**src/hw/rtl/bwsc_pkg.sv**
```systemverilog
// Package: window size, sample and control types, status and register codes.
`timescale 1ns / 1ps
package bwsc_pkg;

  localparam int unsigned WINDOW = 16;
  localparam int unsigned IDX_W  = $clog2(WINDOW);
  localparam int unsigned CNT_W  = $clog2(WINDOW + 1);

  localparam int unsigned CFG_IDX_W  = 3;
  localparam int unsigned CFG_DATA_W = 20;

  typedef struct packed {
    logic        [15:0] voltage;
    logic signed [15:0] current;
  } sample_t;

  typedef struct packed {
    logic load;    // take the first sample of a scan as min and max
    logic update;  // fold the next sample into min and max
  } scan_ctl_t;

  typedef enum logic [1:0] {
    ST_IDLE,
    ST_SCAN,
    ST_FINISH
  } state_t;

  typedef enum logic [2:0] {
    STS_STORED    = 3'd0,
    STS_FULL      = 3'd1,
    STS_EMPTY     = 3'd2,
    STS_CONVERT   = 3'd3,
    STS_DISABLED  = 3'd4,
    STS_CUR_RANGE = 3'd5,
    STS_NOT_FULL  = 3'd6,
    STS_UNSTABLE  = 3'd7
  } status_t;

  typedef enum logic [CFG_IDX_W-1:0] {
    CFG_ENABLE         = 3'd0,
    CFG_CUR_LOW        = 3'd1,
    CFG_CUR_HIGH       = 3'd2,
    CFG_VOLT_SPREAD    = 3'd3,
    CFG_CUR_SPREAD     = 3'd4,
    CFG_VOLT_FULL      = 3'd5,
    CFG_VOLT_EMPTY     = 3'd6,
    CFG_NOM_CAPACITY   = 3'd7
  } cfg_idx_t;

  localparam logic REQ_PUSH = 1'b0;

endpackage

```
**src/hw/rtl/bwsc_if.sv**
```systemverilog
// Channel interfaces for requests and results.
`timescale 1ns / 1ps
interface bwsc_in_if;
  logic               valid;
  logic               ready;
  logic               req_type;
  logic        [15:0] sample_voltage;
  logic signed [15:0] sample_current;

  modport source (output valid, req_type, sample_voltage, sample_current, input ready);
  modport sink   (input valid, req_type, sample_voltage, sample_current, output ready);
endinterface

interface bwsc_out_if;
  logic        valid;
  logic        ready;
  logic        success;
  logic [2:0]  status_code;
  logic [19:0] capacity;
  logic [15:0] voltage_spread;
  logic [15:0] current_spread;

  modport source (output valid, success, status_code, capacity, voltage_spread,
                  current_spread, input ready);
  modport sink   (input valid, success, status_code, capacity, voltage_spread,
                  current_spread, output ready);
endinterface

```
**src/hw/rtl/bwsc_cell.sv**
```systemverilog
// One window cell: holds a sample and passes it on when the chain shifts.
`timescale 1ns / 1ps
module bwsc_cell
  import bwsc_pkg::*;
(
  input  logic    clk,
  input  logic    shift_en,
  input  sample_t data_in,
  output sample_t data_out
);

  sample_t held;

  always_ff @(posedge clk) begin
    if (shift_en) begin
      held <= data_in;
    end
  end

  assign data_out = held;

endmodule

```
**src/hw/rtl/bwsc_minmax.sv**
```systemverilog
// Running min and max of voltage and current over samples leaving the chain.
`timescale 1ns / 1ps
module bwsc_minmax
  import bwsc_pkg::*;
(
  input  logic               clk,
  input  scan_ctl_t          ctl,
  input  sample_t            sample,
  output logic        [15:0] vmin,
  output logic        [15:0] vmax,
  output logic signed [15:0] cmin,
  output logic signed [15:0] cmax
);

  always_ff @(posedge clk) begin
    if (ctl.load) begin
      vmin <= sample.voltage;
      vmax <= sample.voltage;
      cmin <= sample.current;
      cmax <= sample.current;
    end else if (ctl.update) begin
      if (sample.voltage < vmin) vmin <= sample.voltage;
      if (sample.voltage > vmax) vmax <= sample.voltage;
      if (sample.current < cmin) cmin <= sample.current;
      if (sample.current > cmax) cmax <= sample.current;
    end
  end

endmodule

```
**src/hw/rtl/battery_window_stability_check_core.sv**
```systemverilog
// Top level: config registers, sample chain, scan control and result register.
//
//  channel | dir | handshake     | payload
//  req     | in  | valid/ready   | req_type, sample_voltage, sample_current
//  rsp     | out | valid/ready   | success, status_code, capacity, spreads
//  cfg     | in  | cfg_wen       | cfg_index, cfg_data
//
// A push or a rejected request is answered straight from IDLE; an evaluation on a full
// window rotates the cell chain once through the single min/max unit, then the FINISH
// state forms spreads and the verdict.
// Synchronous reset clears control state and config; cell contents are not reset.
// A request is taken while idle and the result register is empty or draining.
`timescale 1ns / 1ps
module battery_window_stability_check_core
  import bwsc_pkg::*;
(
  input  logic                  clk,
  input  logic                  rst,
  bwsc_in_if.sink               req,
  bwsc_out_if.source            rsp,
  input  logic                  cfg_wen,
  input  logic [CFG_IDX_W-1:0]  cfg_index,
  input  logic [CFG_DATA_W-1:0] cfg_data
);

  // configuration
  logic               enable;
  logic signed [15:0] cur_low;
  logic signed [15:0] cur_high;
  logic        [15:0] volt_spread_lim;
  logic        [15:0] cur_spread_lim;
  logic        [15:0] volt_full;
  logic        [15:0] volt_empty;
  logic        [19:0] nom_capacity;

  always_ff @(posedge clk) begin
    if (rst) begin
      enable          <= 1'b0;
      cur_low         <= 16'sh8000;
      cur_high        <= 16'sh7FFF;
      volt_spread_lim <= '0;
      cur_spread_lim  <= '0;
      volt_full       <= 16'hFFFF;
      volt_empty      <= '0;
      nom_capacity    <= '0;
    end else if (cfg_wen) begin
      unique case (cfg_idx_t'(cfg_index))
        CFG_ENABLE:       enable          <= cfg_data[0];
        CFG_CUR_LOW:      cur_low         <= $signed(cfg_data[15:0]);
        CFG_CUR_HIGH:     cur_high        <= $signed(cfg_data[15:0]);
        CFG_VOLT_SPREAD:  volt_spread_lim <= cfg_data[15:0];
        CFG_CUR_SPREAD:   cur_spread_lim  <= cfg_data[15:0];
        CFG_VOLT_FULL:    volt_full       <= cfg_data[15:0];
        CFG_VOLT_EMPTY:   volt_empty      <= cfg_data[15:0];
        CFG_NOM_CAPACITY: nom_capacity    <= cfg_data[19:0];
        default: ;
      endcase
    end
  end

  // control state
  state_t           state, state_next;
  logic [IDX_W-1:0] cnt, cnt_next;
  logic [CNT_W-1:0] fill, fill_next;
  logic [15:0]      eval_volt;

  // result register
  logic        out_valid, out_valid_next;
  logic        out_success, out_success_next;
  status_t     out_status, out_status_next;
  logic [19:0] out_capacity, out_capacity_next;
  logic [15:0] out_vs, out_vs_next;
  logic [15:0] out_cs, out_cs_next;

  logic      rdy;
  logic      acc;
  logic      shift_en;
  logic      rotate;
  scan_ctl_t ctl;

  sample_t chain [WINDOW];
  sample_t head_in;
  sample_t new_sample;

  logic        [15:0] vmin, vmax;
  logic signed [15:0] cmin, cmax;
  logic        [15:0] vs;
  logic signed [16:0] cs_wide;
  logic        [15:0] cs;
  logic               cur_bad;

  assign new_sample.voltage = req.sample_voltage;
  assign new_sample.current = req.sample_current;
  assign head_in = rotate ? chain[WINDOW-1] : new_sample;

  for (genvar i = 0; i < WINDOW; i++) begin : g_cell
    if (i == 0) begin : g_head
      bwsc_cell u_cell (.clk(clk), .shift_en(shift_en), .data_in(head_in),
                        .data_out(chain[i]));
    end else begin : g_body
      bwsc_cell u_cell (.clk(clk), .shift_en(shift_en), .data_in(chain[i-1]),
                        .data_out(chain[i]));
    end
  end

  bwsc_minmax u_minmax (
    .clk    (clk),
    .ctl    (ctl),
    .sample (chain[WINDOW-1]),
    .vmin   (vmin),
    .vmax   (vmax),
    .cmin   (cmin),
    .cmax   (cmax)
  );

  assign rdy     = (state == ST_IDLE) && (!out_valid || rsp.ready);
  assign acc     = req.valid && rdy;
  assign cur_bad = (req.sample_current < cur_low) || (req.sample_current > cur_high);

  assign vs      = vmax - vmin;
  assign cs_wide = {cmax[15], cmax} - {cmin[15], cmin};
  assign cs      = cs_wide[15:0];

  always_comb begin
    state_next        = state;
    cnt_next          = cnt;
    fill_next         = fill;
    shift_en          = 1'b0;
    rotate            = 1'b0;
    ctl               = '0;
    out_valid_next    = out_valid && !rsp.ready;
    out_success_next  = out_success;
    out_status_next   = out_status;
    out_capacity_next = out_capacity;
    out_vs_next       = out_vs;
    out_cs_next       = out_cs;

    unique case (state)
      ST_IDLE: begin
        if (acc) begin
          out_valid_next    = 1'b1;
          out_success_next  = 1'b0;
          out_capacity_next = '0;
          out_vs_next       = '0;
          out_cs_next       = '0;
          priority if (!enable) begin
            out_status_next = STS_DISABLED;
          end else if (cur_bad) begin
            out_status_next = STS_CUR_RANGE;
          end else if (req.req_type == REQ_PUSH) begin
            out_success_next = 1'b1;
            out_status_next  = STS_STORED;
            shift_en         = 1'b1;
            if (fill != CNT_W'(WINDOW)) fill_next = fill + 1'b1;
          end else if (fill != CNT_W'(WINDOW)) begin
            out_status_next = STS_NOT_FULL;
          end else begin
            out_valid_next = 1'b0;
            cnt_next       = '0;
            state_next     = ST_SCAN;
          end
        end
      end
      ST_SCAN: begin
        // rotate once round the ring, tail feeds the min/max unit
        shift_en   = 1'b1;
        rotate     = 1'b1;
        ctl.load   = (cnt == '0);
        ctl.update = (cnt != '0);
        cnt_next   = cnt + 1'b1;
        if (cnt == IDX_W'(WINDOW - 1)) state_next = ST_FINISH;
      end
      ST_FINISH: begin
        out_valid_next    = 1'b1;
        out_vs_next       = vs;
        out_cs_next       = cs;
        out_capacity_next = '0;
        out_success_next  = 1'b1;
        priority if (vs > volt_spread_lim || cs > cur_spread_lim) begin
          out_success_next = 1'b0;
          out_status_next  = STS_UNSTABLE;
        end else if (eval_volt >= volt_full) begin
          out_status_next   = STS_FULL;
          out_capacity_next = nom_capacity;
        end else if (eval_volt <= volt_empty) begin
          out_status_next = STS_EMPTY;
        end else begin
          out_status_next = STS_CONVERT;
        end
        state_next = ST_IDLE;
      end
      default: state_next = ST_IDLE;
    endcase
  end

  always_ff @(posedge clk) begin
    if (rst) begin
      state     <= ST_IDLE;
      cnt       <= '0;
      fill      <= '0;
      out_valid <= 1'b0;
    end else begin
      state     <= state_next;
      cnt       <= cnt_next;
      fill      <= fill_next;
      out_valid <= out_valid_next;
    end
  end

  always_ff @(posedge clk) begin
    if (acc) eval_volt <= req.sample_voltage;
    out_success  <= out_success_next;
    out_status   <= out_status_next;
    out_capacity <= out_capacity_next;
    out_vs       <= out_vs_next;
    out_cs       <= out_cs_next;
  end

  assign req.ready          = rdy;
  assign rsp.valid          = out_valid;
  assign rsp.success        = out_success;
  assign rsp.status_code    = out_status;
  assign rsp.capacity       = out_capacity;
  assign rsp.voltage_spread = out_vs;
  assign rsp.current_spread = out_cs;

endmodule
```
**src/flat_wrapper.sv**
```systemverilog
// flat-port wrapper written by rule: the top's interface ports become plain ports
module battery_window_stability_check_core_flat import bwsc_pkg::*;
  (clk, rst, cfg_wen, cfg_index, cfg_data, req_valid, req_req_type, req_sample_voltage, req_sample_current, req_ready, rsp_valid, rsp_success, rsp_status_code, rsp_capacity, rsp_voltage_spread, rsp_current_spread, rsp_ready);
  bwsc_in_if req_i ();
  bwsc_out_if rsp_i ();
  input  logic clk;
  input  logic rst;
  input  logic cfg_wen;
  input  logic [CFG_IDX_W-1:0] cfg_index;
  input  logic [CFG_DATA_W-1:0] cfg_data;
  input wire logic [$bits(req_i.valid)-1:0] req_valid;
  input wire logic [$bits(req_i.req_type)-1:0] req_req_type;
  input wire logic [$bits(req_i.sample_voltage)-1:0] req_sample_voltage;
  input wire logic [$bits(req_i.sample_current)-1:0] req_sample_current;
  output wire logic [$bits(req_i.ready)-1:0] req_ready;
  output wire logic [$bits(rsp_i.valid)-1:0] rsp_valid;
  output wire logic [$bits(rsp_i.success)-1:0] rsp_success;
  output wire logic [$bits(rsp_i.status_code)-1:0] rsp_status_code;
  output wire logic [$bits(rsp_i.capacity)-1:0] rsp_capacity;
  output wire logic [$bits(rsp_i.voltage_spread)-1:0] rsp_voltage_spread;
  output wire logic [$bits(rsp_i.current_spread)-1:0] rsp_current_spread;
  input wire logic [$bits(rsp_i.ready)-1:0] rsp_ready;
  assign req_i.valid = req_valid;
  assign req_i.req_type = req_req_type;
  assign req_i.sample_voltage = req_sample_voltage;
  assign req_i.sample_current = req_sample_current;
  assign req_ready = req_i.ready;
  assign rsp_valid = rsp_i.valid;
  assign rsp_success = rsp_i.success;
  assign rsp_status_code = rsp_i.status_code;
  assign rsp_capacity = rsp_i.capacity;
  assign rsp_voltage_spread = rsp_i.voltage_spread;
  assign rsp_current_spread = rsp_i.current_spread;
  assign rsp_i.ready = rsp_ready;
  battery_window_stability_check_core u_core (.clk(clk), .rst(rst), .req(req_i), .rsp(rsp_i), .cfg_wen(cfg_wen), .cfg_index(cfg_index), .cfg_data(cfg_data));
endmodule
```
**config.mk**
```make
export PLATFORM = sky130hd
export DESIGN_NAME = battery_window_stability_check_core_flat
export DESIGN_NICKNAME = d
export VERILOG_FILES = /design/src/hw/rtl/bwsc_pkg.sv /design/src/hw/rtl/bwsc_if.sv /design/src/hw/rtl/bwsc_cell.sv /design/src/hw/rtl/bwsc_minmax.sv /design/src/hw/rtl/battery_window_stability_check_core.sv /design/src/flat_wrapper.sv
export SDC_FILE = /design/constraint.sdc
export NUM_CORES = 1
export LEC_CHECK = 0
export ABC_AREA = 1
export BUFFER_PORTS_ARGS = -buffer_cell sky130_fd_sc_hd__buf_4
export CAP_MARGIN = 30
export CORE_MARGIN = 3
export CORE_UTILIZATION = 45
export CTS_CLUSTER_SIZE = 28
export DETAILED_ROUTE_END_ITERATION = 8
export MAX_ROUTING_LAYER = met4
export PLACE_DENSITY = 0.69
export SYNTH_ARGS = -nofsm -noshare
export SYNTH_HDL_FRONTEND = slang
export SYNTH_SLANG_ARGS = --single-unit
```
**constraint.sdc**
```tcl
create_clock -name clk -period 32.1 [get_ports clk]
set_input_delay 1.605 -clock clk [delete_from_list [all_inputs] [get_ports clk]]
set_output_delay 1.605 -clock clk [all_outputs]
set_load 0.02 [all_outputs]
```
# Word-level counts from Yosys, hierarchy flattened
# Cells that the tools add are included.
[op_classes]
addsub = 4
n_lt_le_gt_ge = 10
n_eq_ne = 18
mux = 58
n_bitwise = 2
n_reduce_logical = 36
[op_table]
columns = ["cell", "n"]
rows = [
  ["$mux 16", 13],
  ["$gt 16x16->1", 5],
  ["$pmux 16 s2", 2],
  ["$mux 20", 3],
  ["$lt 16x16->1", 3],
  ["$pmux 20 s2", 1],
  ["$mux 32", 1],
  ["$sub 16x16->16", 2],
  ["$reduce_and 2->1", 13],
  ["$mux 3", 7],
  ["$mux 4", 5],
  ["$reduce_and 6->1", 3],
  ["$ge 16x16->1", 1],
  ["$le 16x16->1", 1],
  ["$mux 2", 7],
  ["$reduce_bool 2->1", 7],
  ["$mux 1", 13],
  ["$eq 3x3->1 const B", 4],
  ["$ne 5x5->1 const B", 2],
  ["$pmux 4 s2", 1],
  ["$eq 3x2->1 const B", 2],
  ["$ne 2x1->1 const B", 3],
  ["$ne 2x2->1 const B", 3],
  ["$pmux 1 s2", 3],
  ["other kinds (17)", 23],
]
[totals]
reg_bits = 777
inputBits = 61
out_inout_bits = 58
wordCells = 182

# Logic depth before layout (Yosys ltp)
[depth]
word_depth = 7
ltp_mapped = 27
ltp_nobuf = 27

# By module
# Synthesis repeated with hierarchy kept, for this count alone.
[hier_totals]
hier_cells = 2299
area_unflattened_um2 = 30615.6
[modules_own_cells]
columns = ["module", "instances", "cells_per_inst", "area_each_um2", "seq_area_each_um2"]
rows = [
  ["bwsc_cell", 16, 32, 960.9, 960.9],
  ["battery_window_stability_check_core", 1, 1444, 11632.4, 4744.6],
  ["bwsc_minmax", 1, 343, 3608.5, 1921.8],
]

# Worst setup path before layout
# No wires, ideal clock.
[synth_timing]
kind = "input-to-reg"
startpoint = "in req_sample_current[13]"
endpoint = "reg u_core.g_cell[0].g_head.u_cell.held, in the netlist u_core.g_cell[0].g_head.u_cell.data_out[0], enable pin"
setup_time_ns = 3.639
t_arrival_ns = 11.015
required_time_ns = 28.461
slack_ns = 17.446
cell_stages = 13
path_buffers = 0
cell_sequence = "ha_1 > nand2_1 > inv_1 > o21ai_0 > nand2_1 > a21oi_1 > nand2_1 > nand2_1 > nand2_2 > nand3_2 > inv_1 > nand2_1 > nand2_1"
[synth_between]
elab_chain_cells = 6
elab_cells_between_ends = 7
classes_between = "order compare (2); mux (4); reduce/logical (1)"
[synth_lines]
columns = ["element", "line", "rtl"]
rows = [
  ["start, declared", "flat_wrapper.sv:14", "input wire logic [$bits(req_i.sample_current)-1:0] req_sample_current;"],
  ["$lt 16x16->1 / $gt 16x16->1 (equally long branches)", "battery_window_stability_check_core.sv:118", "assign cur_bad = (req.sample_current < cur_low) || (req.sample_current > cur_high);"],
  ["$logic_or 1x1->1 *", "battery_window_stability_check_core.sv:118", ""],
  ["$mux 1 *", "battery_window_stability_check_core.sv:148", "end else if (cur_bad) begin"],
  ["$mux 1 *", "battery_window_stability_check_core.sv:146", "priority if (!enable) begin"],
  ["$mux 1 *", "battery_window_stability_check_core.sv:140", "if (acc) begin"],
  ["$pmux 1 s2 *", "battery_window_stability_check_core.sv:138", "unique case (state)"],
  ["via u_core.g_cell[0].g_head.u_cell.shift_en", "bwsc_cell.sv:7", "input logic shift_en,"],
  ["end signal, assigned", "bwsc_cell.sv:16", "held <= data_in;"],
  ["end, declared", "bwsc_cell.sv:12", "sample_t held;"],
]
# The timed path passes the listed nets; every way through them passes the cells marked *.
# A chain may end at the register's enable or synchronous reset.

# Final worst setup path
[layout_timing]
startpoint = "in req_sample_current[13]"
endpoint = "reg u_core.g_cell[0].g_head.u_cell.held, in the netlist u_core.g_cell[0].g_head.u_cell.data_out[6], enable pin"
# Same word-level chain as after synthesis.

==> impl_results.md <==
* Status: completed
* Critical Path Fanout Max at 227
* Worst hold path type: flip-flop to flip-flop
* Clock tree sinks at ~780
* Final Skew at between 15 and 20 ps
* Share of layout cells above drive strength 1 at about an eighth
* Bufs on Longest Clock Path at 3
* Synth Register Bits at roughly 780
* Post-synth net total at roughly 2500
* Internal Power at 1630 µW
* Initial DRC count at about 1700
* Post-CTS sizing at 0
* Sequential element share of the synthesized area at roughly 73%
* Gr usage total at between 10% and 20%
* Average wire per standard cell at between 15 and 20 µm
* Synth top area cells: edfxtp_1 64%, dfxtp_1 8.5%, ha_1 7.9%, nand2_1 3.7%, inv_1 3.6%
* Via count at roughly 17000
* Final Non-Filler Cells at 3336
* Pre-Repair DR Iteration Count at 5
* TritonCTS clock tree: done
* Routability congestion estimate from global placement at roughly 0.9
* Initial antenna violation count at 6
* Switching part of the total at about a fifth
* Hold Crit Depth at 0
* Largest delay contributor family on the critical path: buffers and inverters
* Power Dens Cells at between 50 and 60 mW/mm²
* # IOs at between 100 and 150
* Vias in the first global route at 16900
* Synth Area per Inst at 13.5 µm²
* Area growth syn-to-layout at 14.8%
* # rows at between 90 and 100
* CP Cell Sequence: buf_4 > ha_1 > nand2_1 > inv_1 > o21ai_0 > nand2_1 > a21oi_1 > nand3_1 > nand2_2 > nand3_2 > inv_1 > nand2_1 > nand2_4 > buf_16 > buf_12
* Final setup TNS at 0 ps
* Netlist cell types at 48
* Critical Path AT at 4600 ps
* Cell taking the most area after synthesis: edfxtp_1
* CP Buf/Inv Count at 5
* Fmax at around 230 MHz
* Slowest-stage cell, CP: buf_12
* Global route overflow at 0
* Horiz. Die Dim at 266 µm
* CP Class: input pin to flip-flop
* Later-pin clock latency in the skew report at 620 ps
* Final HPWL DP at 42200 µm
* Core area at 0.0663 mm²
* Finished Core Util at 52.5%
* Initial Utilization at between 40% and 50%
* Crit path top cell by count: nand2_1
* Post-synth ARST share at 0%
* RSZ-0062 raised after global routing: false
* CP required at between 30000 and 40000 ps
* Hold violation count in the final report at 0
* Clk pwr share at a little over two fifths
* Clock-pin slew on the worst setup and hold paths at ~60 ps
* Fin crit period at 4370 ps
* Actual slew at the worst max-slew pin at ~1200 ps
* Comb power frac at 3.3%
* Largest net degree at the start of global routing at around 230
* Power Total at a little over 2000 µW
* Worst setup EP type: flip-flop
* Slew Viols, Final at 0
* Max_cap viols at 0
* CP max stage delay at about 760 ps
* # Post-CTS Setup Buffers at 0
* Most used DFF post-synth: edfxtp_1
* Routed Antenna Nets at 0
* Post-Syn Area at about 0.03 mm²
* YS warnings at 0
* Via-to-Cell Ratio at roughly 5.2
* Layout Nets at 2664
* Routed WL at ~64000 µm
* WP depth at 15
* Hold Buf Count CTS at 0
* Post-route clock period utilization at 13.6%
* Die Span Y at roughly 270 µm
* Rel. slew slack at 22.5%
* NetSw at 422 µW
* Cells after synthesis at roughly 2200
* Htree depth at 3
* Root buf cell: clkbuf_16
* FILL cells at around 5400
* CTS buffer count at 76
* Final setup fails at 0
* Maximum vdd drop at about 0.000065 V
* Seq pwr share at 53.4%
* Startpoint class of the critical path: input pin
* First-pass GRT wire length at 97100 µm
* IO Port Bufs at around 120
* R2r worst-path depth at 20
* Dpl cells at 3193
* Leakage at roughly 0.013 µW
* Number of synthesized flops with an enable pin at around 650
* Top-area cell type share of the netlist area at between 60% and 70%
* Die area at between 0.07 and 0.08 mm²
* DRC errors left at 0
[routing by layer]
metal	GRT usage, %	vias up	wire (µm)
met4	6.15	0	1970
met3	3.94	128	4730
met1	25.7	8349	28100
li1	-	8213	-
met5	-	-	0
met2	27.7	532	28900
[kinds of logic (layout without fill, tap and decap cells)]
group	count (synthesis)	in the layout	share of synthesized area [%]
flip-flops	777	777	72.6
AND/OR/NAND/NOR	519	519	7.30
AO/OA/AOI/OAI	377	377	6.90
buffers and inverters	352	575	4.36
adder cells (fa/ha/maj)	193	193	8.00
XOR/XNOR	29	29	0.861
other	0	2	0
[state kept, by name (all words and copies together), names as in the netlist, 20 cells and up]
register,flops
u_core.g_cell.g_body.u_cell.data_out,480
u_core.rsp.capacity,20
u_core.g_cell.g_head.u_cell.data_out,32
u_core.nom_capacity,20
[path summary, 6_finish.rpt]
| path | from | end | slack [ps] |
|---|---|---|---|
| worst max-delay path | req_sample_current[13] | u_core.g_cell[0].g_head.u_cell.data_out[6]$_DFFE_PP_ | 27730 |
| worst min-delay path | u_core.g_cell[7].g_body.u_cell.data_out[27]$_DFFE_PP_ | u_core.g_cell[8].g_body.u_cell.data_out[27]$_DFFE_PP_ | 410 |
| worst max register to register | u_core.u_minmax.cmax[2]$_DFFE_PP_ | u_core.rsp.capacity[2]$_SDFFCE_PP0P_ | 27830 |
| worst min register to register | u_core.g_cell[7].g_body.u_cell.data_out[27]$_DFFE_PP_ | u_core.g_cell[8].g_body.u_cell.data_out[27]$_DFFE_PP_ | 410 |
[placed cells by master (no fill, tap or decap), types with 10 or more instances in the layout]
cell type    n
o21ai_0    108
edfxtp_1   648
buf_4      128
clkbuf_1    10
clkinv_2    12
nor3_1      19
nand2_1    299
xor2_1      22
nand3_1     39
clkinv_1    18
a21oi_1    189
ha_1       191
nor2_1     107
clkbuf_16   78
nand4_1     14
o211ai_1    37
inv_1      295
dfxtp_1    129
[through the flow]
| step | worst slack (ps) | hold slack (ps) | cell area [µm²] |
|---|---|---|---|
| 2_1_floorplan | 17450 | 400 | 30400 |
| 6_report | 27730 | 409 | 34800 |
| 3_3_place_gp | 26870 | 400 | 32300 |
| 3_5_place_dp | 26740 | 405 | 32300 |
| 4_1_cts | 27410 | 407 | 34800 |
| 5_1_grt | 27390 | 416 | 34800 |
[cell usage after synthesis (3+ instances only)]
master,number
xor2_1,22
nor4_1,4
xnor2_1,6
nor3_2,3
o21ai_2,3
nand3_2,6
dfxtp_1,129
o21ai_0,109
o31ai_1,3
and2_1,3
nand4_1,14
edfxtp_1,648
nor2_1,110
clkbuf_1,46
o21bai_1,5
inv_2,7
nand2_2,7
nor2_4,4
o21a_1,4
a21oi_1,189
nand2_1,301
nor3_1,19
a21oi_2,3
o21ai_1,7
inv_1,295
o211ai_1,37
nand3_1,39
ha_1,191
nor2_2,5
a211oi_1,3
[area by class of cell]
cell class	instances	area, µm²	area share, %
clock inverters	48	469	1.35
inverters	304	1140	3.27
repair buffers	133	1070	3.06
flip-flops and latches	777	22000	63.2
clock buffers	90	2020	5.79
multi-input cells	1118	7030	20.2
well taps	864	1080	3.10
diodes	2	5.00	0.0144
[power by group through the flow]
stage | combinational (µW) | clock [µW] | sequential [µW]
2_1_floorplan | 32.4 | 0 | 1120
3_3_place_gp | 66.1 | 0 | 1120
3_5_place_dp | 68.1 | 0 | 1120
4_1_cts | 68.6 | 910 | 1100
5_1_grt | 75.8 | 949 | 1100
6_report | 68.2 | 887 | 1100
No activity file was read; power rests on OpenSTA's default activity.
